===== src/sv/html_char_reference_decoder_macros.svh =====
// Assertion macros shared by the HTML character reference decoder RTL.
`ifndef HTML_CHAR_REFERENCE_DECODER_MACROS_SVH
`define HTML_CHAR_REFERENCE_DECODER_MACROS_SVH

`ifndef SYNTH
// Same-cycle implication, checked on every rising edge outside reset.
`define HCRD_ASSERT_IMP(label, clk, rst_n, ante, cons) \
    label: assert property (@(posedge clk) disable iff (!rst_n) (ante) |-> (cons)) \
        else $error("assertion failed");
// Next-cycle implication, checked on every rising edge outside reset.
`define HCRD_ASSERT_NXT(label, clk, rst_n, ante, cons) \
    label: assert property (@(posedge clk) disable iff (!rst_n) (ante) |=> (cons)) \
        else $error("assertion failed");
`else
`define HCRD_ASSERT_IMP(label, clk, rst_n, ante, cons)
`define HCRD_ASSERT_NXT(label, clk, rst_n, ante, cons)
`endif

`endif


===== src/sv/hcrd_pkg.sv =====
// Types, constants and the entity table of the HTML character reference decoder.
`default_nettype none

package hcrd_pkg;

    localparam int NUM_ENT = 19;

    localparam logic [20:0] MAX_CODE    = 21'h10FFFF;
    localparam logic [20:0] LIM_1BYTE   = 21'h00007F;
    localparam logic [20:0] LIM_2BYTE   = 21'h0007FF;
    localparam logic [20:0] LIM_3BYTE   = 21'h00FFFF;
    localparam logic [7:0]  UTF8_LEAD2  = 8'hC0;
    localparam logic [7:0]  UTF8_LEAD3  = 8'hE0;
    localparam logic [7:0]  UTF8_LEAD4  = 8'hF0;
    localparam logic [7:0]  UTF8_CONT   = 8'h80;
    localparam logic [2:0]  ROOM_RESET  = 3'd4;

    typedef enum logic [1:0] {
        KIND_NONE  = 2'd0,
        KIND_NAMED = 2'd1,
        KIND_DEC   = 2'd2,
        KIND_HEX   = 2'd3
    } t_kind;

    // One pending output burst: byte 0 goes out first.
    typedef struct packed {
        logic [3:0][7:0] data;
        logic [1:0]      last_idx;
        logic            status;
    } t_burst;

    localparam logic [7:0] Z = 8'h00;

    // Entity names, padded to eight characters so a 3-bit position indexes them.
    localparam logic [7:0] ENT_NAME [NUM_ENT][8] = '{
        '{"a", "m", "p", Z,   Z,   Z,   Z, Z},
        '{"l", "t", Z,   Z,   Z,   Z,   Z, Z},
        '{"g", "t", Z,   Z,   Z,   Z,   Z, Z},
        '{"q", "u", "o", "t", Z,   Z,   Z, Z},
        '{"a", "p", "o", "s", Z,   Z,   Z, Z},
        '{"n", "b", "s", "p", Z,   Z,   Z, Z},
        '{"c", "o", "p", "y", Z,   Z,   Z, Z},
        '{"r", "e", "g", Z,   Z,   Z,   Z, Z},
        '{"t", "r", "a", "d", "e", Z,   Z, Z},
        '{"m", "d", "a", "s", "h", Z,   Z, Z},
        '{"n", "d", "a", "s", "h", Z,   Z, Z},
        '{"h", "e", "l", "l", "i", "p", Z, Z},
        '{"l", "s", "q", "u", "o", Z,   Z, Z},
        '{"r", "s", "q", "u", "o", Z,   Z, Z},
        '{"l", "d", "q", "u", "o", Z,   Z, Z},
        '{"r", "d", "q", "u", "o", Z,   Z, Z},
        '{"m", "i", "d", "d", "o", "t", Z, Z},
        '{"b", "u", "l", "l", Z,   Z,   Z, Z},
        '{"d", "e", "g", Z,   Z,   Z,   Z, Z}
    };

    localparam logic [2:0] ENT_NLEN [NUM_ENT] = '{
        3'd3, 3'd2, 3'd2, 3'd4, 3'd4, 3'd4, 3'd4, 3'd3, 3'd5, 3'd5,
        3'd5, 3'd6, 3'd5, 3'd5, 3'd5, 3'd5, 3'd6, 3'd4, 3'd3
    };

    localparam logic [2:0] ENT_VLEN [NUM_ENT] = '{
        3'd1, 3'd1, 3'd1, 3'd1, 3'd1, 3'd2, 3'd2, 3'd2, 3'd3, 3'd3,
        3'd3, 3'd3, 3'd3, 3'd3, 3'd3, 3'd3, 3'd2, 3'd3, 3'd2
    };

    // UTF-8 bytes, first byte in the lowest lane.
    localparam logic [3:0][7:0] ENT_VAL [NUM_ENT] = '{
        {8'h00, 8'h00, 8'h00, 8'h26},
        {8'h00, 8'h00, 8'h00, 8'h3C},
        {8'h00, 8'h00, 8'h00, 8'h3E},
        {8'h00, 8'h00, 8'h00, 8'h22},
        {8'h00, 8'h00, 8'h00, 8'h27},
        {8'h00, 8'h00, 8'hA0, 8'hC2},
        {8'h00, 8'h00, 8'hA9, 8'hC2},
        {8'h00, 8'h00, 8'hAE, 8'hC2},
        {8'h00, 8'hA2, 8'h84, 8'hE2},
        {8'h00, 8'h94, 8'h80, 8'hE2},
        {8'h00, 8'h93, 8'h80, 8'hE2},
        {8'h00, 8'hA6, 8'h80, 8'hE2},
        {8'h00, 8'h98, 8'h80, 8'hE2},
        {8'h00, 8'h99, 8'h80, 8'hE2},
        {8'h00, 8'h9C, 8'h80, 8'hE2},
        {8'h00, 8'h9D, 8'h80, 8'hE2},
        {8'h00, 8'h00, 8'hB7, 8'hC2},
        {8'h00, 8'hA2, 8'h80, 8'hE2},
        {8'h00, 8'h00, 8'hB0, 8'hC2}
    };

endpackage

`default_nettype wire


===== src/sv/hcrd_step.sv =====
// Input register, per-character state update and burst generation.
`default_nettype none

module hcrd_step
    import hcrd_pkg::*;
(
    input  wire logic       i_clk,
    input  wire logic       i_rst_n,
    input  wire logic       i_valid,
    output logic            o_ready,
    input  wire logic [7:0] i_char,
    input  wire logic       i_last,
    input  wire logic [2:0] i_room,
    input  wire logic       i_burst_ready,
    output logic            o_load,
    output t_burst          o_burst
);

    logic                 r_in_valid;
    logic [7:0]           r_in_char;
    logic                 r_in_last;

    t_kind                r_kind,  n_kind;
    logic [2:0]           r_pos,   n_pos;
    logic [NUM_ENT-1:0]   r_match, n_match;
    logic [20:0]          r_code,  n_code;
    logic                 r_bad,   n_bad;
    logic                 r_seen,  n_seen;

    logic                 w_advance;

    assign w_advance = r_in_valid && (!r_in_last || i_burst_ready);
    assign o_ready   = !r_in_valid || w_advance;
    assign o_load    = w_advance && r_in_last;

    always_ff @(posedge i_clk) begin
        if (!i_rst_n) begin
            r_in_valid <= 1'b0;
        end else if (o_ready) begin
            r_in_valid <= i_valid;
        end
        if (o_ready) begin
            r_in_char <= i_char;
            r_in_last <= i_last;
        end
    end

    // Next state for the character held in the input register.
    always_comb begin
        logic       is_dec;
        logic       is_hexl;
        logic       is_hexu;
        logic       dig_ok;
        logic [3:0] d;
        logic [24:0] v;

        n_kind = r_kind;
        n_code = r_code;
        n_bad  = r_bad;
        n_seen = r_seen;
        n_pos  = (r_pos == 3'd7) ? r_pos : r_pos + 3'd1;

        for (int i = 0; i < NUM_ENT; i++) begin
            n_match[i] = r_match[i] && (r_pos < ENT_NLEN[i])
                         && (ENT_NAME[i][r_pos] == r_in_char);
        end

        is_dec  = (r_in_char >= "0") && (r_in_char <= "9");
        is_hexl = (r_in_char >= "a") && (r_in_char <= "f");
        is_hexu = (r_in_char >= "A") && (r_in_char <= "F");
        if (is_dec) begin
            d = 4'(r_in_char - "0");
        end else if (is_hexl) begin
            d = 4'(r_in_char - "a" + 8'd10);
        end else begin
            d = 4'(r_in_char - "A" + 8'd10);
        end
        dig_ok = is_dec || ((r_kind == KIND_HEX) && (is_hexl || is_hexu));

        if (r_kind == KIND_HEX) begin
            v = {r_code, 4'b0000} + {21'b0, d};
        end else begin
            v = {1'b0, r_code, 3'b000} + {3'b000, r_code, 1'b0} + {21'b0, d};
        end

        if (r_pos == 3'd0) begin
            n_kind = (r_in_char == "#") ? KIND_DEC : KIND_NAMED;
        end else if (r_kind == KIND_DEC || r_kind == KIND_HEX) begin
            if (r_pos == 3'd1 && r_kind == KIND_DEC
                && (r_in_char == "x" || r_in_char == "X")) begin
                n_kind = KIND_HEX;
            end else if (!dig_ok) begin
                n_bad = 1'b1;
            end else if (!r_bad) begin
                n_seen = 1'b1;
                if (v > {4'b0000, MAX_CODE}) begin
                    n_bad = 1'b1;
                end else begin
                    n_code = v[20:0];
                end
            end
        end
    end

    // Result burst for a final character, built from the updated state.
    always_comb begin
        logic [2:0]      len;
        logic [3:0][7:0] bytes;
        logic            fail;
        logic [NUM_ENT-1:0] hit;

        len   = 3'd1;
        bytes = '0;
        fail  = 1'b1;
        hit   = '0;

        if (n_kind == KIND_DEC || n_kind == KIND_HEX) begin
            if (n_code <= LIM_1BYTE) begin
                len      = 3'd1;
                bytes[0] = n_code[7:0];
            end else if (n_code <= LIM_2BYTE) begin
                len      = 3'd2;
                bytes[0] = UTF8_LEAD2 | {3'b000, n_code[10:6]};
                bytes[1] = UTF8_CONT | {2'b00, n_code[5:0]};
            end else if (n_code <= LIM_3BYTE) begin
                len      = 3'd3;
                bytes[0] = UTF8_LEAD3 | {4'b0000, n_code[15:12]};
                bytes[1] = UTF8_CONT | {2'b00, n_code[11:6]};
                bytes[2] = UTF8_CONT | {2'b00, n_code[5:0]};
            end else begin
                len      = 3'd4;
                bytes[0] = UTF8_LEAD4 | {5'b00000, n_code[20:18]};
                bytes[1] = UTF8_CONT | {2'b00, n_code[17:12]};
                bytes[2] = UTF8_CONT | {2'b00, n_code[11:6]};
                bytes[3] = UTF8_CONT | {2'b00, n_code[5:0]};
            end
            fail = n_bad || !n_seen;
        end else begin
            // Entity names are distinct, so at most one entry can hit.
            len = 3'd0;
            for (int i = 0; i < NUM_ENT; i++) begin
                hit[i] = n_match[i]
                         && ({1'b0, ENT_NLEN[i]} == ({1'b0, r_pos} + 4'd1));
                if (hit[i]) begin
                    len   = len | ENT_VLEN[i];
                    bytes = bytes | ENT_VAL[i];
                end
            end
            if (hit == '0) begin
                len = 3'd1;
            end
            fail = (hit == '0);
        end

        if (fail || len > i_room) begin
            o_burst.data     = '0;
            o_burst.last_idx = 2'd0;
            o_burst.status   = 1'b1;
        end else begin
            o_burst.data     = bytes;
            o_burst.last_idx = 2'(len - 3'd1);
            o_burst.status   = 1'b0;
        end
    end

    always_ff @(posedge i_clk) begin
        if (!i_rst_n || (w_advance && r_in_last)) begin
            r_kind  <= KIND_NONE;
            r_pos   <= 3'd0;
            r_match <= '1;
            r_code  <= '0;
            r_bad   <= 1'b0;
            r_seen  <= 1'b0;
        end else if (w_advance) begin
            r_kind  <= n_kind;
            r_pos   <= n_pos;
            r_match <= n_match;
            r_code  <= n_code;
            r_bad   <= n_bad;
            r_seen  <= n_seen;
        end
    end

endmodule

`default_nettype wire


===== src/sv/hcrd_burst.sv =====
// Result register that sends one burst out a byte per transaction.
`default_nettype none

module hcrd_burst
    import hcrd_pkg::*;
(
    input  wire logic       i_clk,
    input  wire logic       i_rst_n,
    input  wire logic       i_load,
    input  wire t_burst     i_burst,
    output logic            o_ready,
    output logic            o_valid,
    input  wire logic       i_out_ready,
    output logic [7:0]      o_byte,
    output logic            o_status,
    output logic            o_last
);

    logic       r_valid;
    t_burst     r_burst;
    logic [1:0] r_idx;
    logic       w_take;

    assign o_valid  = r_valid;
    assign o_byte   = r_burst.data[r_idx];
    assign o_status = r_burst.status;
    assign o_last   = (r_idx == r_burst.last_idx);
    assign w_take   = r_valid && i_out_ready;
    // Free, or the final byte leaves in this cycle.
    assign o_ready  = !r_valid || (w_take && o_last);

    always_ff @(posedge i_clk) begin
        if (!i_rst_n) begin
            r_valid <= 1'b0;
            r_idx   <= 2'd0;
        end else if (i_load) begin
            r_valid <= 1'b1;
            r_idx   <= 2'd0;
        end else if (w_take) begin
            if (o_last) begin
                r_valid <= 1'b0;
                r_idx   <= 2'd0;
            end else begin
                r_idx   <= r_idx + 2'd1;
            end
        end
        if (i_load) begin
            r_burst <= i_burst;
        end
    end

endmodule

`default_nettype wire


===== src/sv/html_char_reference_decoder.sv =====
// Top level of the HTML character reference decoder.
//
// Usage: the characters of one reference name (no ampersand, no semicolon)
// arrive on the s_axis channel, one byte per transaction, with tlast on the
// final character. Numeric names start with '#', hex ones continue with 'x'.
// Non-final characters produce nothing. The final character produces a burst
// on m_axis: one to four UTF-8 bytes with tuser low and tlast on the last
// byte, or a single byte of zero with tuser and tlast high on rejection.
// The final character passes through the input register and then the result
// register before the first output byte. One character is taken per cycle
// unless a final character in the input register waits for the result
// register, busy until its last byte leaves; non-final characters flow on.
// When m_axis_tready is low, the pending byte holds and the input stalls
// only once the input register holds a final character.
// The cfg channel sets the byte limit per reference (reset 4); it is always
// ready. The user must write it only while the block is idle (unchecked).
// Reset clears the name state, the pending burst and restores the limit.
`default_nettype none

`include "html_char_reference_decoder_macros.svh"

module html_char_reference_decoder
    import hcrd_pkg::*;
(
    input  wire logic       i_clk,
    input  wire logic       i_rst_n,
    input  wire logic       s_axis_tvalid,
    output logic            s_axis_tready,
    input  wire logic [7:0] s_axis_tdata,   // [7:0] name_char
    input  wire logic       s_axis_tlast,
    output logic            m_axis_tvalid,
    input  wire logic       m_axis_tready,
    output logic [7:0]      m_axis_tdata,   // [7:0] out_byte
    output logic            m_axis_tuser,   // [0] status
    output logic            m_axis_tlast,
    input  wire logic       i_cfg_valid,
    output logic            o_cfg_ready,
    input  wire logic [2:0] i_cfg_data
);

    logic [2:0] r_out_room;
    logic       w_load;
    logic       w_burst_ready;
    t_burst     w_burst;

    assign o_cfg_ready = 1'b1;

    always_ff @(posedge i_clk) begin
        if (!i_rst_n) begin
            r_out_room <= ROOM_RESET;
        end else if (i_cfg_valid) begin
            r_out_room <= i_cfg_data;
        end
    end

    hcrd_step u_step (
        .i_clk         (i_clk),
        .i_rst_n       (i_rst_n),
        .i_valid       (s_axis_tvalid),
        .o_ready       (s_axis_tready),
        .i_char        (s_axis_tdata),
        .i_last        (s_axis_tlast),
        .i_room        (r_out_room),
        .i_burst_ready (w_burst_ready),
        .o_load        (w_load),
        .o_burst       (w_burst)
    );

    hcrd_burst u_burst (
        .i_clk       (i_clk),
        .i_rst_n     (i_rst_n),
        .i_load      (w_load),
        .i_burst     (w_burst),
        .o_ready     (w_burst_ready),
        .o_valid     (m_axis_tvalid),
        .i_out_ready (m_axis_tready),
        .o_byte      (m_axis_tdata),
        .o_status    (m_axis_tuser),
        .o_last      (m_axis_tlast)
    );

    // A rejection is a single zero byte that closes the reference.
    `HCRD_ASSERT_IMP(a_reject_single, i_clk, i_rst_n, m_axis_tvalid && m_axis_tuser, m_axis_tlast && (m_axis_tdata == 8'h00))
    // A new burst is only loaded when the result register can take it.
    `HCRD_ASSERT_IMP(a_load_free, i_clk, i_rst_n, w_load, w_burst_ready)
    // After the final byte leaves and nothing new is loaded, the output goes idle.
    `HCRD_ASSERT_NXT(a_drain_idle, i_clk, i_rst_n, m_axis_tvalid && m_axis_tready && m_axis_tlast && !w_load, !m_axis_tvalid)

endmodule

`default_nettype wire

===== config.mk =====
export PLATFORM = sky130hd
export DESIGN_NAME = html_char_reference_decoder
export DESIGN_NICKNAME = d
export VERILOG_FILES = /design/src/sv/hcrd_pkg.sv /design/src/sv/hcrd_step.sv /design/src/sv/hcrd_burst.sv /design/src/sv/html_char_reference_decoder.sv
export VERILOG_INCLUDE_DIRS = /design/src /design/src/sv
export SDC_FILE = /design/constraint.sdc
export NUM_CORES = 1
export LEC_CHECK = 0
export BUFFER_PORTS_ARGS = -buffer_cell sky130_fd_sc_hd__clkbuf_2
export CORE_UTILIZATION = 35
export CTS_BUF_LIST = sky130_fd_sc_hd__clkbuf_16
export CTS_CLUSTER_SIZE = 8
export DETAILED_ROUTE_END_ITERATION = 8
export GPL_ROUTABILITY_DRIVEN = 0
export GPL_TIMING_DRIVEN = 0
export PLACE_DENSITY_LB_ADDON = 0.15
export SLEW_MARGIN = 20
export SYNTH_ARGS = -nofsm -noshare
export SYNTH_HDL_FRONTEND = slang
export SYNTH_HIERARCHICAL = 1
export SYNTH_SLANG_ARGS = --single-unit

===== constraint.sdc =====
create_clock -name i_clk -period 6.3 [get_ports i_clk]
set_clock_uncertainty 0.1 [all_clocks]
set_input_delay 0.315 -clock i_clk [delete_from_list [all_inputs] [get_ports i_clk]]
set_output_delay 0.315 -clock i_clk [all_outputs]
set_load 0.02 [all_outputs]

==> results.md, run 1 <==
* Status: finished with violations
* Violated checks: negative setup slack
* Layout cells sized above 1 at a little under a fifth
* CP arrival at a little over 7000 ps
* # diodes at 0
* Largest net degree at the start of global routing at 31
* Number of flops mapped to enable cells by yosys at 44
* Grt ovf at 0
* DRC Markers at 0
* Synth area leader: edfxtp_1
* Die area at ~26000 um^2
* Final setup viols at 32
* H-tree levels at 3
* Die Wd at between 150 and 200 um
* RSZ-0062 raised after global routing: true
* Tmin final at approximately 6900 ps
* Reg2Reg Launch Point: u_step/r_in_char[0]
* Syn avg cell area at approximately 8.3 um^2
* Met3 usage at 3.647%
* Nets at ~1200
* Root buf cell: clkbuf_16
* Setup CP Type: flop to flop
* GR met2 Demand/Resource at 38.40%
* Total CTS buffers at 9
* IO buf count at 28
* Max Cap Viol at 0
* Area delta synth->final at 19.47%
* Synth top area share at approximately 15%
* Worst-path clk slew at around 80 ps
* Antenna Violating Nets Remaining at 0
* Max-slew violations at 0
* Synth top area cells: edfxtp_1 (15%), dfxtp_1 (12%), ha_1 (8.2%)
* Starting DRT DRC Count at 801
* I/O pin count at 30
* Clock Sink Count at between 90 and 100
* Initial antenna violation count at 0
* Clk Latency, worst-skew pair at roughly 370 ps
* Crit-path most repeated cell: buf_6
* Commonest cells after routing, fill and taps aside: nand2_1 (99), nor2_1 (94), a21oi_1 (79)
* Lkg Pwr at a little over 4 nW
* Met1 Usage GRT at 32.70%
* Req. time, crit path at ~6400 ps
* Dpl cells at approximately 1400
* Tightest Hold Check Type: input port to flop
* TritonCTS clock tree: yes
* Fmax at approximately 0.14 GHz
* CP Max Fanout at 7
* Most common cell after layout, fill and taps aside: nand2_1
* Pwr dens at approximately 160 nW/um^2
* Vias in the first global route at between 8000 and 9000
* Deepest clock path buffer count at 2
* Via density at ~5.9
* Slew @ Worst Pin at 889.8 ps
* Wire length per cell at 20.74 um
* Initial Util at 36.06%
* Slowest stage cell on the critical path: fa_1
* Fin crit share at 110.2%
* Post-Synthesis Cells at between 1000 and 1500
* Synthesized cell area at around 8800 um^2
* Total power draw at 1.653 mW
* GRT Overall Usage at 23.84%
* Final Hold Slack at approximately 11 ps
* Global-route wire length before repair at between 40 and 50 mm
* Ys async rst share at 0%
* Worst r2r path cells at 31
* Detail Placement HPWL at roughly 23 mm
* Worst setup SP type: flop
* Worst Hold Path EP: u_step/r_in_char[4]
* Vias at just under 9000
* Die Span Y at ~160 um
* Final WL at about 31 mm
* Endpoints failing hold at 0
* Worst R2R End: u_burst/r_burst[27]
* Distinct cells, synth at slightly above 90
* CP peak stage delay at 530 ps
* Rel. slew slack at around two fifths
* Most used routing layer in global routing: met2
* Synthesis Warnings at 6
* Core region area at about 25000 um^2
* DR pass1 iterations at 5
* Hold Startpoint: s_axis_tdata[4]
* Placed Area at ~9500 um^2
* Top FF cell, synth: dfxtp_1
* Final Non-Filler Cells at approximately 1500
* Sequential-to-total area share from yosys stat at a little over a quarter
* Total Negative Setup Slacks at -17560 ps
* Final instance area at 10570 um^2
* Peak supply drop at between 100 and 150 uV
* Worst Slack Setup Final at -644.1 ps
* Rows at 57
* #FFs+latches synth at 98
* Hold Path Stages at 1
* Critical path endpoint category: flop
* R2r setup slk at -640 ps
==> per-layer routing <==
metal	routed length (um)	vias up	share of wire, %
met5	0	-	0
met4	672	0	2.2
met3	1867	50	6.1
met2	14180	312	46
met1	14080	4191	46
li1	-	4147	-
==> cells by family (layout without fill, tap and decap cells) <==
kind of cell	count (synthesis)	count (layout)	synth area share, %
other cells	2	4	0.08489
xor+xnor	58	58	5.742
mux	56	56	7.778
flops	98	98	27.15
simple gates	394	394	22.22
buf+inv	106	196	5.303
fa+ha+maj	60	60	8.655
compound gates	295	295	23.07
==> through the flow <==
stage                     utilization [%]  worst slack [ps]
after floorplan                         -            -448.1
after global placement              38.62             -2179
after detailed placement            38.71             -2154
after CTS                           41.97            -681.6
after global routing                43.08            -843.8
final                               43.08            -644.1
==> what timing repair did <==
action                                  4_1_cts  5_1_grt
pin swaps                                    38       10
endpoints found under the hold margin         0        1
cloned                                        1        0
endpoints found under the setup margin       44       32
gates resized for setup                      58       34
hold buffers                                  0        1
buffers inserted                             27       19
==> layout make-up <==
| class | instances | area [um^2] |
|---|---|---|
| fill | 2523 | 13960 |
| multi-input combinational | 867 | 6385 |
| sequential | 98 | 2402 |
| timing repair buffer | 75 | 530.5 |
| buffer | 82 | 426.7 |
| tap | 324 | 405.4 |
| clock buffer | 9 | 225.2 |
| inverter | 23 | 100.1 |
| clock inverter | 7 | 95.09 |
==> critical path: cells and delay by family (launching register included) <==
family	cells	cell delay, ps
AOI/OAI and AO/OA	13	2440
and+or+nand+nor	8	1630
adders and majority gates	4	1360
buffers and inverters	5	650
DFF	1	450
xor gates and xnor gates	1	130
==> registers in the layout (all words and copies together) (netlist names) <==
name and count:
u_burst/r_idx 2, u_step/r_pos 3, u_step/r_code 21, u_step/r_in_valid 1, u_step/r_seen 1, u_step/r_match 19, u_burst/o_status 1, u_step/r_in_char 8
r_out_room 3, u_step/r_in_last 1, u_burst/r_burst 34, u_step/r_kind 2, u_burst/o_valid 1, u_step/r_bad 1
==> cells in the mapped netlist, types with 11 or more instances <==
library cell	count
a211o_1	12
a211oi_1	20
a21oi_1	82
a31oi_1	20
and3_1	14
buf_2	21
clkbuf_1	43
dfxtp_1	54
edfxtp_1	44
ha_1	58
inv_1	21
mux2i_1	37
nand2_1	100
nand3_1	27
nand4_1	18
nor2_1	100
nor2b_1	19
nor3_1	34
nor4_1	17
o21a_1	13
o21ai_0	49
o31ai_1	11
or3_1	12
xnor2_1	42
xor2_1	16
==> worst max-delay path by stage <==
| stage | from | to | slack (ps) | cells past startpoint |
|---|---|---|---|---|
| 2_1_floorplan | u_step/r_in_char[0] | u_burst/r_burst[32] | -450 | 29 |
| 3_3_place_gp | u_step/r_in_char[1] | u_burst/r_burst[13] | -2180 | 26 |
| 3_5_place_dp | u_step/r_in_char[1] | u_burst/r_burst[13] | -2150 | 26 |
| 4_1_cts | u_step/r_in_char[0] | u_burst/r_burst[28] | -680 | 29 |
| 5_1_grt | u_step/r_in_char[0] | u_burst/r_burst[27] | -840 | 30 |
| 6_report | u_step/r_in_char[0] | u_burst/r_burst[27] | -640 | 31 |
==> where the power goes <==
group          internal [mW]  switching [mW]
clock network          0.321           0.287
registers              0.687          0.0198
logic                  0.132           0.207
total                   1.14           0.514
Power figures use the tool's default switching activity.
==> run 2, diff against run 1 <==
--- a/config.mk
+++ b/config.mk
@@ -17,5 +17,4 @@
 export SLEW_MARGIN = 20
 export SYNTH_ARGS = -nofsm -noshare
 export SYNTH_HDL_FRONTEND = slang
-export SYNTH_HIERARCHICAL = 1
 export SYNTH_SLANG_ARGS = --single-unit
==> run 2 against run 1 <==
Compared with the run above:
- the run still ends with negative setup slack left
- wire length grew 7.5%
- total power shrank 3.8%
- maximum frequency grew 0.91%
- area after synthesis grew 4.1%
- clock power shrank 3.9%
- cell area grew 7.0%
- final cell count grew 3.6%
- critical path type unchanged
- largest power group unchanged
==> results.md, run 2 <==
* Via density at 5.916 (+0.98%)
* Top FF cell, synth: dfxtp_1
* Vias at 9105 (+4.7%)
* Slowest stage cell on the critical path: fa_1
* Rel. slew slack at 33.91% (-6.6 points)
* Syn nets at around 1200
* Synthesized cell area at 9211 um^2 (+4.1%)
* I/O pin count at 30 (unchanged)
* CP arrival at 6980 ps (-100 ps)
* Ys async rst share at 0% (unchanged)
* Hold Path Stages at 1 (unchanged)
* Clk network pwr share at 36.7% (about the same)
* H-tree levels at 3 (unchanged)
* Max-slew violations at 0 (unchanged)
* Commonest cells after routing, fill and taps aside: nand2_1 (115), nor2_1 (86), buf_4 (64)
* Die Wd at 164.2 um (+2.0%)
* CP peak stage delay at 590 ps (+60 ps)
* Fin crit share at 109.2% (-0.99 points)
* Multi-input gate area at 6874 um^2 (+7.7%)
* Worst R2R End: u_burst.r_burst[12]
* Worst-path clk slew at 70 ps (about the same)
* Final Non-Filler Cells at 1539 (+3.6%)
* Final instance area at 11310 um^2 (+7.0%)
* Comb power frac at 20.5% (about the same)
* Clk Latency, worst-skew pair at 380 ps (about the same)
* Setup CP Type: flop to flop
* Max reg flops at 31 (-8.8%)
* Total Negative Setup Slacks at -12910 ps (+4651 ps)
* Deepest clock path buffer count at 2 (unchanged)
* Synthesis Warnings at 0 (-6)
* Die Span Y at 164.2 um (+2.0%)
* Switching power share of the total at 32.25% (+1.2 points)
* Pre-CTS WS at -2080 ps (+74.20 ps)
* Root buf cell: clkbuf_16
* Synth top area share at 13.37% (-1.6 points)
* Area delta synth->final at 22.81%
* DR pass1 iterations at 5 (unchanged)
* Detail Placement HPWL at 24.31 mm (+6.2%)
* Largest net degree at the start of global routing at 34 (+9.7%)
* Syn avg cell area at 8.389 um^2 (+1.4%)
* Core region area at 25910 um^2 (+5.6%)
* Wire length per cell at 21.51 um (+3.7%)
* Hold buffers post-CTS at 0 (unchanged)
* Tightest Hold Check Type: input port to flop
* Reg2Reg Launch Point: u_step.r_in_char[0]
* CP Max Fanout at 7 (unchanged)
* Worst Hold Path EP: u_step.r_in_char[1]
* Grt ovf at 0 (unchanged)
* Count leader, synth: nand2_1
* DRC Markers at 0 (unchanged)
* Worst Slack Setup Final at -581.4 ps (+62.65 ps)
* # diodes at 0 (unchanged)
* Fmax at 0.1453 GHz (+0.91%)
* TritonCTS clock tree: yes
* Fill count at 2563 (+1.6%)
* Critical path endpoint category: flop
* Largest delay share family, worst path: compound AO/OA/AOI/OAI gates
* Layout cells sized above 1 at 26.08% (+7.1 points)
* Peak supply drop at 105.0 uV (-7.9%)
* GRT Overall Usage at 24.50% (+0.66 points)
* Antenna Violating Nets Remaining at 0 (unchanged)
* IO buf count at 28 (unchanged)
* Sw Pwr at 0.5130 mW (-0.12%)
* Largest Register: u_burst.r_burst
* Final setup viols at 32 (unchanged)
* Pwr dens at 140.6 nW/um^2 (-10%)
* Seq pwr share at 42.8% (about the same)
* Synth top area cells: edfxtp_1 (13%), dfxtp_1 (12%), ha_1 (7.9%)
* #FFs+latches synth at 95 (-3.1%)
* Lkg Pwr at 4.272 nW (+3.0%)
* Tmin final at 6881 ps (-62.65 ps)
* Worst setup SP type: flop
* Sequential-to-total area share from yosys stat at 25.10% (-2.1 points)
* Initial Util at 35.55% (-0.51 points)
* Final Hold Slack at 19.82 ps (+8.708 ps)
* Req. time, crit path at 6390 ps (-40 ps)
* Most common cell after layout, fill and taps aside: nand2_1
* Int Power at 1.078 mW (-5.4%)
* Top flop regs: u_burst.r_burst x31, u_step.r_code x21, u_step.r_match x19
* Total power draw at 1.591 mW (-3.8%)
* Rows at 59 (+3.5%)
* Synth area leader: edfxtp_1
* Post-Synthesis Cells at 1098 (+2.7%)
* Buf/Inv on CP at 7 (+2)
* Clock Sink Count at 95 (-3.1%)
* Nets at 1276 (+3.5%)
* Endpoints failing hold at 0 (unchanged)
* Slew @ Worst Pin at 991.3 ps (+101.6 ps)
* Status: finished with violations
* Global-route wire length before repair at 50.29 mm (+4.5%)
* Vias in the first global route at 8451 (+2.5%)
* R2r setup slk at -580 ps (+60 ps)
* Total CTS buffers at 9 (unchanged)
* Initial antenna violation count at 0 (unchanged)
* Final WL at 33.10 mm (+7.5%)
* Die area at 26970 um^2 (+4.1%)
* Top cells by count, synth: nand2_1 (117), nor2_1 (94), a21oi_1 (60)
* Max Cap Viol at 0 (unchanged)
* Flip-flop and latch area at 2312 um^2 (-3.7%)
* Number of flops mapped to enable cells by yosys at 41 (-6.8%)
* Hold Startpoint: s_axis_tdata[1]
* Starting DRT DRC Count at 918 (+15%)
* Worst r2r path cells at 33 (+6.5%)
* Fin util at 43.66% (+0.57 points)
* Dpl cells at 1462 (+2.7%)
* Violated checks: negative setup slack
* Placed Area at 9893 um^2 (+4.2%)
* RSZ-0062 raised after global routing: true
* Distinct cells, synth at 111 (+22%)
[run 2: cell types whose count changed after synthesis, sizes merged, moves of 8 or more]
cell / before / now
nand2: 100 / 117
clkbuf: 43 / 28
nand3: 27 / 46
or2: 2 / 10
buf: 40 / 58
mux2i: 38 / 30
a21oi: 82 / 68
nor3: 36 / 28
o211ai: 7 / 15
xnor2: 42 / 30
[run 2: per-layer routing]
| layer | vias up | share of wire, % | track usage [%] |
|---|---|---|---|
| met5 | - | 0 | 0 |
| met4 | 0 | 2.5 | 6.692 |
| met3 | 64 | 6.9 | 3.813 |
| met2 | 384 | 45 | 39.32 |
| met1 | 4358 | 45 | 33.79 |
| li1 | 4299 | - | - |
[run 2: worst register-to-register path: cells and delay by family (launching register included)]
kind	cells	cell delay (ps)
adders and majority gates	4	1280
buffers and inverters	7	790
DFF	1	440
AOI/OAI and AO/OA	11	2280
xor gates and xnor gates	1	140
and+or+nand+nor	10	1670
[run 2: kinds of logic (layout without fill, tap and decap cells)]
group / Yosys count / count (layout) / share of synthesized area, %
AO/OA/AOI/OAI: 302 / 302 / 24.37
AND/OR/NAND/NOR: 432 / 432 / 24.25
XOR/XNOR: 44 / 44 / 4.184
buffers and inverters: 110 / 216 / 6.615
other: 1 / 1 / 0.04071
multiplexers: 54 / 54 / 7.131
flip-flops: 95 / 95 / 25.10
adder cells (fa/ha/maj): 60 / 60 / 8.313
[run 2: repair_timing]
item                                   in CTS  in global routing
setup buffers                              34                 35
pin swaps                                  42                 33
gates cloned                                2                  0
endpoints found under the hold margin       0                  0
setup endpoints to repair                  34                 32
resized for setup                          94                 40
[run 2: layout make-up]
class | count | area share, %
inverter | 24 | 0.9291
buffer | 78 | 4.933
tap | 335 | 3.705
clock buffer | 9 | 1.991
clock inverter | 7 | 0.6968
sequential | 95 | 20.44
timing repair buffer | 98 | 6.537
multi-input combinational | 893 | 60.77
[run 2: worst max path at each step]
stage,from,to,cells past startpoint
floorplan,u_step.r_in_char[0],u_burst.r_burst[12],34
global placement,u_step.r_in_char[1],u_burst.r_burst[14],33
detailed placement,u_step.r_in_char[1],u_burst.r_burst[14],34
CTS,u_step.r_in_char[1],u_burst.r_burst[12],32
global route,u_step.r_in_char[0],u_burst.r_burst[12],33
finish,u_step.r_in_char[0],u_burst.r_burst[12],33
[run 2: power groups by stage]
stage | Sequential, mW | Combinational [mW] | Clock [mW]
6_report | 0.680 | 0.327 | 0.584
5_1_grt | 0.682 | 0.350 | 0.617
4_1_cts | 0.679 | 0.304 | 0.591
3_5_place_dp | 0.694 | 0.278 | 0
3_3_place_gp | 0.695 | 0.276 | 0
2_1_floorplan | 0.687 | 0.199 | 0
==> run 3, diff against run 2 <==
--- a/config.mk
+++ b/config.mk
@@ -6,7 +6,9 @@
 export SDC_FILE = /design/constraint.sdc
 export NUM_CORES = 1
 export LEC_CHECK = 0
+export ABC_AREA = 1
 export BUFFER_PORTS_ARGS = -buffer_cell sky130_fd_sc_hd__clkbuf_2
+export CAP_MARGIN = 30
 export CORE_UTILIZATION = 35
 export CTS_BUF_LIST = sky130_fd_sc_hd__clkbuf_16
 export CTS_CLUSTER_SIZE = 8
==> run 3 against run 2 <==
Compared with the run above:
- via count up 10%
- worst hold slack worse by 4.4 ps
- largest power group unchanged
- core utilization down 2.2 points
- the flow now finishes without violations
- largest cell class unchanged
- critical path depth up 3
- die area up 0.36%
==> results.md, run 3 <==
* Top cells by count, synth: nand2_1 (392), inv_1 (220), nor2_1 (160)
* # diodes at 0 (unchanged)
* Synth top area share at 15.92% (+2.5 points)
* Crit-path most repeated cell: nand2_1
* Die Span Y at 164.5 um (+0.18%)
* Top FF cell, synth: dfxtp_1
* Clock Sink Count at 95 (unchanged)
* Max Cap Viol at 0 (unchanged)
* Pwr dens at 180.2 nW/um^2 (+28%)
* Synthesis Warnings at 0 (unchanged)
* Final setup viols at 0 (-100%)
* Top Layer Used: met4
* Sequential-to-total area share from yosys stat at 25.01% (-0.092 points)
* Req. time, crit path at 6420 ps (+30 ps)
* Detail Placement HPWL at 24.61 mm (+1.2%)
* Largest Register: u_burst.r_burst
* Hold buffers post-CTS at 0 (unchanged)
* Syn nets at 1555 (+32%)
* Metal2 WL at 14.12 mm (-6.0%)
* Clk Latency, worst-skew pair at 370 ps (about the same)
* Critical path endpoint category: flop
* Fill count at 2819 (+10%)
* Top flop regs: u_burst.r_burst x31, u_step.r_code x21, u_step.r_match x19
* TritonCTS clock tree: yes
* Die area at 27070 um^2 (+0.36%)
* Status: finished, final reports clean
* Worst-path clk slew at 80 ps (about the same)
* Flip-flop and latch area at 2312 um^2 (unchanged)
* Synth area leader: nand2_1
* Synthesized cell area at 9245 um^2 (+0.37%)
* H-tree levels at 3 (unchanged)
* Die Wd at 164.5 um (+0.18%)
* Slew @ Worst Pin at 913.1 ps (-78.24 ps)
* Initial Util at 35.58% (about the same)
* IO buf count at 28 (unchanged)
* Count leader, synth: nand2_1
* Antenna Violating Nets Remaining at 0 (unchanged)
* Slowest stage cell on the critical path: buf_1
* Worst r2r path cells at 36 (+9.1%)
* Dpl cells at 1841 (+26%)
* #FFs+latches synth at 95 (unchanged)
* Final WL at 32.08 mm (-3.1%)
* Fin crit share at 95.66% (-14 points)
* CP peak stage delay at 640 ps (+50 ps)
* Syn avg cell area at 6.255 um^2 (-25%)
* Worst R2R End: u_burst.r_burst[8]
* Max reg flops at 31 (unchanged)
* Final Non-Filler Cells at 1894 (+23%)
* Vias at 10020 (+10%)
* Via density at 5.290 (-11%)
* Area delta synth->final at 16.66%
* Worst Hold Path EP: u_step.r_in_char[7]
* Wire length per cell at 16.94 um (-21%)
* Fmax at 0.1659 GHz (+14%)
* Core region area at 25980 um^2 (+0.28%)
* Multi-input gate area at 6076 um^2 (-12%)
* Number of flops mapped to enable cells by yosys at 41 (unchanged)
* Rows at 59 (unchanged)
* GRT Overall Usage at 23.74% (-0.76 points)
* Setup CP Type: flop to flop
* Hold Path Stages at 1 (unchanged)
* Most common cell after layout, fill and taps aside: nand2_1
* Total CTS buffers at 9 (unchanged)
* Starting DRT DRC Count at 1009 (+9.9%)
* Met3 Routed Length at 2.480 mm (+8.2%)
* Rel. slew slack at 39.13% (+5.2 points)
* Layout cells sized above 1 at 14.69% (-11 points)
* Lkg Pwr at 5.325 nW (+25%)
* Hold Startpoint: s_axis_tdata[7]
* Worst setup SP type: flop
* Distinct cells, synth at 55 (-50%)
* Grt ovf at 0 (unchanged)
* Initial antenna violation count at 0 (unchanged)
* R2r setup slk at 270 ps (+850 ps)
* DR pass1 iterations at 6 (+1)
* Endpoints failing hold at 0 (unchanged)
* Commonest cells after routing, fill and taps aside: nand2_1 (376), inv_1 (215), nor2_1 (154)
* Met1 WL at 14.53 mm (-2.8%)
* Root buf cell: clkbuf_16
* Ys async rst share at 0% (unchanged)
* CP Max Fanout at 10 (+3)
* Tightest Hold Check Type: input port to flop
* Peak supply drop at 125.3 uV (+19%)
* Tmin final at 6027 ps (-854.9 ps)
* Vias in the first global route at 9095 (+7.6%)
* Global-route wire length before repair at 49.56 mm (-1.5%)
* Synth top area cells: nand2_1 (16%), edfxtp_1 (13%), dfxtp_1 (12%)
* Post-Synthesis Cells at 1478 (+35%)
* Pre-CTS WS at -1182 ps (+897.9 ps)
* Nets at 1631 (+28%)
* Deepest clock path buffer count at 2 (unchanged)
* Largest net degree at the start of global routing at 34 (unchanged)
* Max-slew violations at 0 (unchanged)
* Worst Slack Setup Final at 273.5 ps (+854.9 ps)
* Reg2Reg Launch Point: u_step.r_in_char[3]
* I/O pin count at 30 (unchanged)
* DRC Markers at 0 (unchanged)
* CP arrival at 6150 ps (-830 ps)
run 3: changes by cell type after synthesis, sizes merged, moves of 16 or more:
cell   change
nor2b     -19
buf       -32
inv      +214
o21ai     +34
xnor2     -27
mux2i     -30
nor2      +79
nand4     +31
nand3     +44
nand2    +293
a31oi     -16
mux2      -17
run 3: cell type report:
type / instances / share of cell area (%)
Tap cell: 335 / 3.886
Clock inverter: 7 / 0.8005
Sequential cell: 95 / 21.44
Multi-Input combinational cell: 1093 / 56.33
Timing Repair Buffer: 66 / 4.200
Buffer: 48 / 2.715
Inverter: 241 / 8.538
Clock buffer: 9 / 2.088
run 3: worst max path at each step:
stage                        start                  to  slack, ps  cells after the start
2_1_floorplan  u_step.r_in_char[1]    u_burst.o_status        240                     43
4_1_cts        u_step.r_in_char[0]  u_burst.r_burst[5]         20                     45
6_report       u_step.r_in_char[3]  u_burst.r_burst[8]        270                     36
5_1_grt        u_step.r_in_char[1]  u_burst.r_burst[8]        -30                     40
3_3_place_gp   u_step.r_in_char[1]  u_burst.r_burst[8]      -1180                     45
3_5_place_dp   u_step.r_in_char[1]  u_burst.r_burst[8]      -1180                     45
run 3: critical path, delay by kind of cell (launching register included):
kind	cells	cell delay (ps)
and+or+nand+nor	21	2210
AOI/OAI and AO/OA	3	410
DFF	1	320
buffers and inverters	8	1670
adders and majority gates	3	940
xor gates and xnor gates	1	210
run 3: kinds of logic after synthesis:
logic type | Yosys count | share of synthesized area [%]
other | 1 | 0.04056
adder cells (fa/ha/maj) | 60 | 8.283
XOR/XNOR | 32 | 3.032
flip-flops | 95 | 25.01
AO/OA/AOI/OAI | 219 | 13.17
AND/OR/NAND/NOR | 781 | 38.03
buffers and inverters | 290 | 12.44
run 3: repair_timing:
action,CTS,global route
resized for setup,42,56
endpoints found under the setup margin,32,32
pin swaps,6,17
hold endpoints to repair,0,0
cloned,3,0
buffers inserted,17,18
run 3: per-layer routing:
layer  vias up  track usage (%)
li1       4966                -
met1      4572            32.81
met2       410            37.39
met3        72            4.345
met4         0            6.922
met5         -                0
run 3: per-stage QoR:
step / instance area, um^2 / hold slack [ps] / util, % / TNS (ps) / total power [mW]
5_1_grt: 10790 / 8.717 / 41.51 / -272.5 / 2.046
4_1_cts: 10420 / 9.830 / 40.09 / 0 / 1.902
3_5_place_dp: 9804 / 342.8 / 37.73 / -33920 / 1.288
3_3_place_gp: 9804 / 341.3 / 37.73 / -33580 / 1.287
6_report: 10790 / 15.43 / 41.51 / 0 / 1.944
2_1_floorplan: 9245 / 313.9 / - / 0 / 1.128
run 3: where the power goes:
group          leakage [nW]  internal (mW)  total, mW  switching [mW]
combinational          4.35          0.221      0.666           0.444
clock                 0.151          0.285      0.579           0.294
sequential            0.823          0.674      0.699          0.0256
total                  5.32           1.18       1.94           0.764
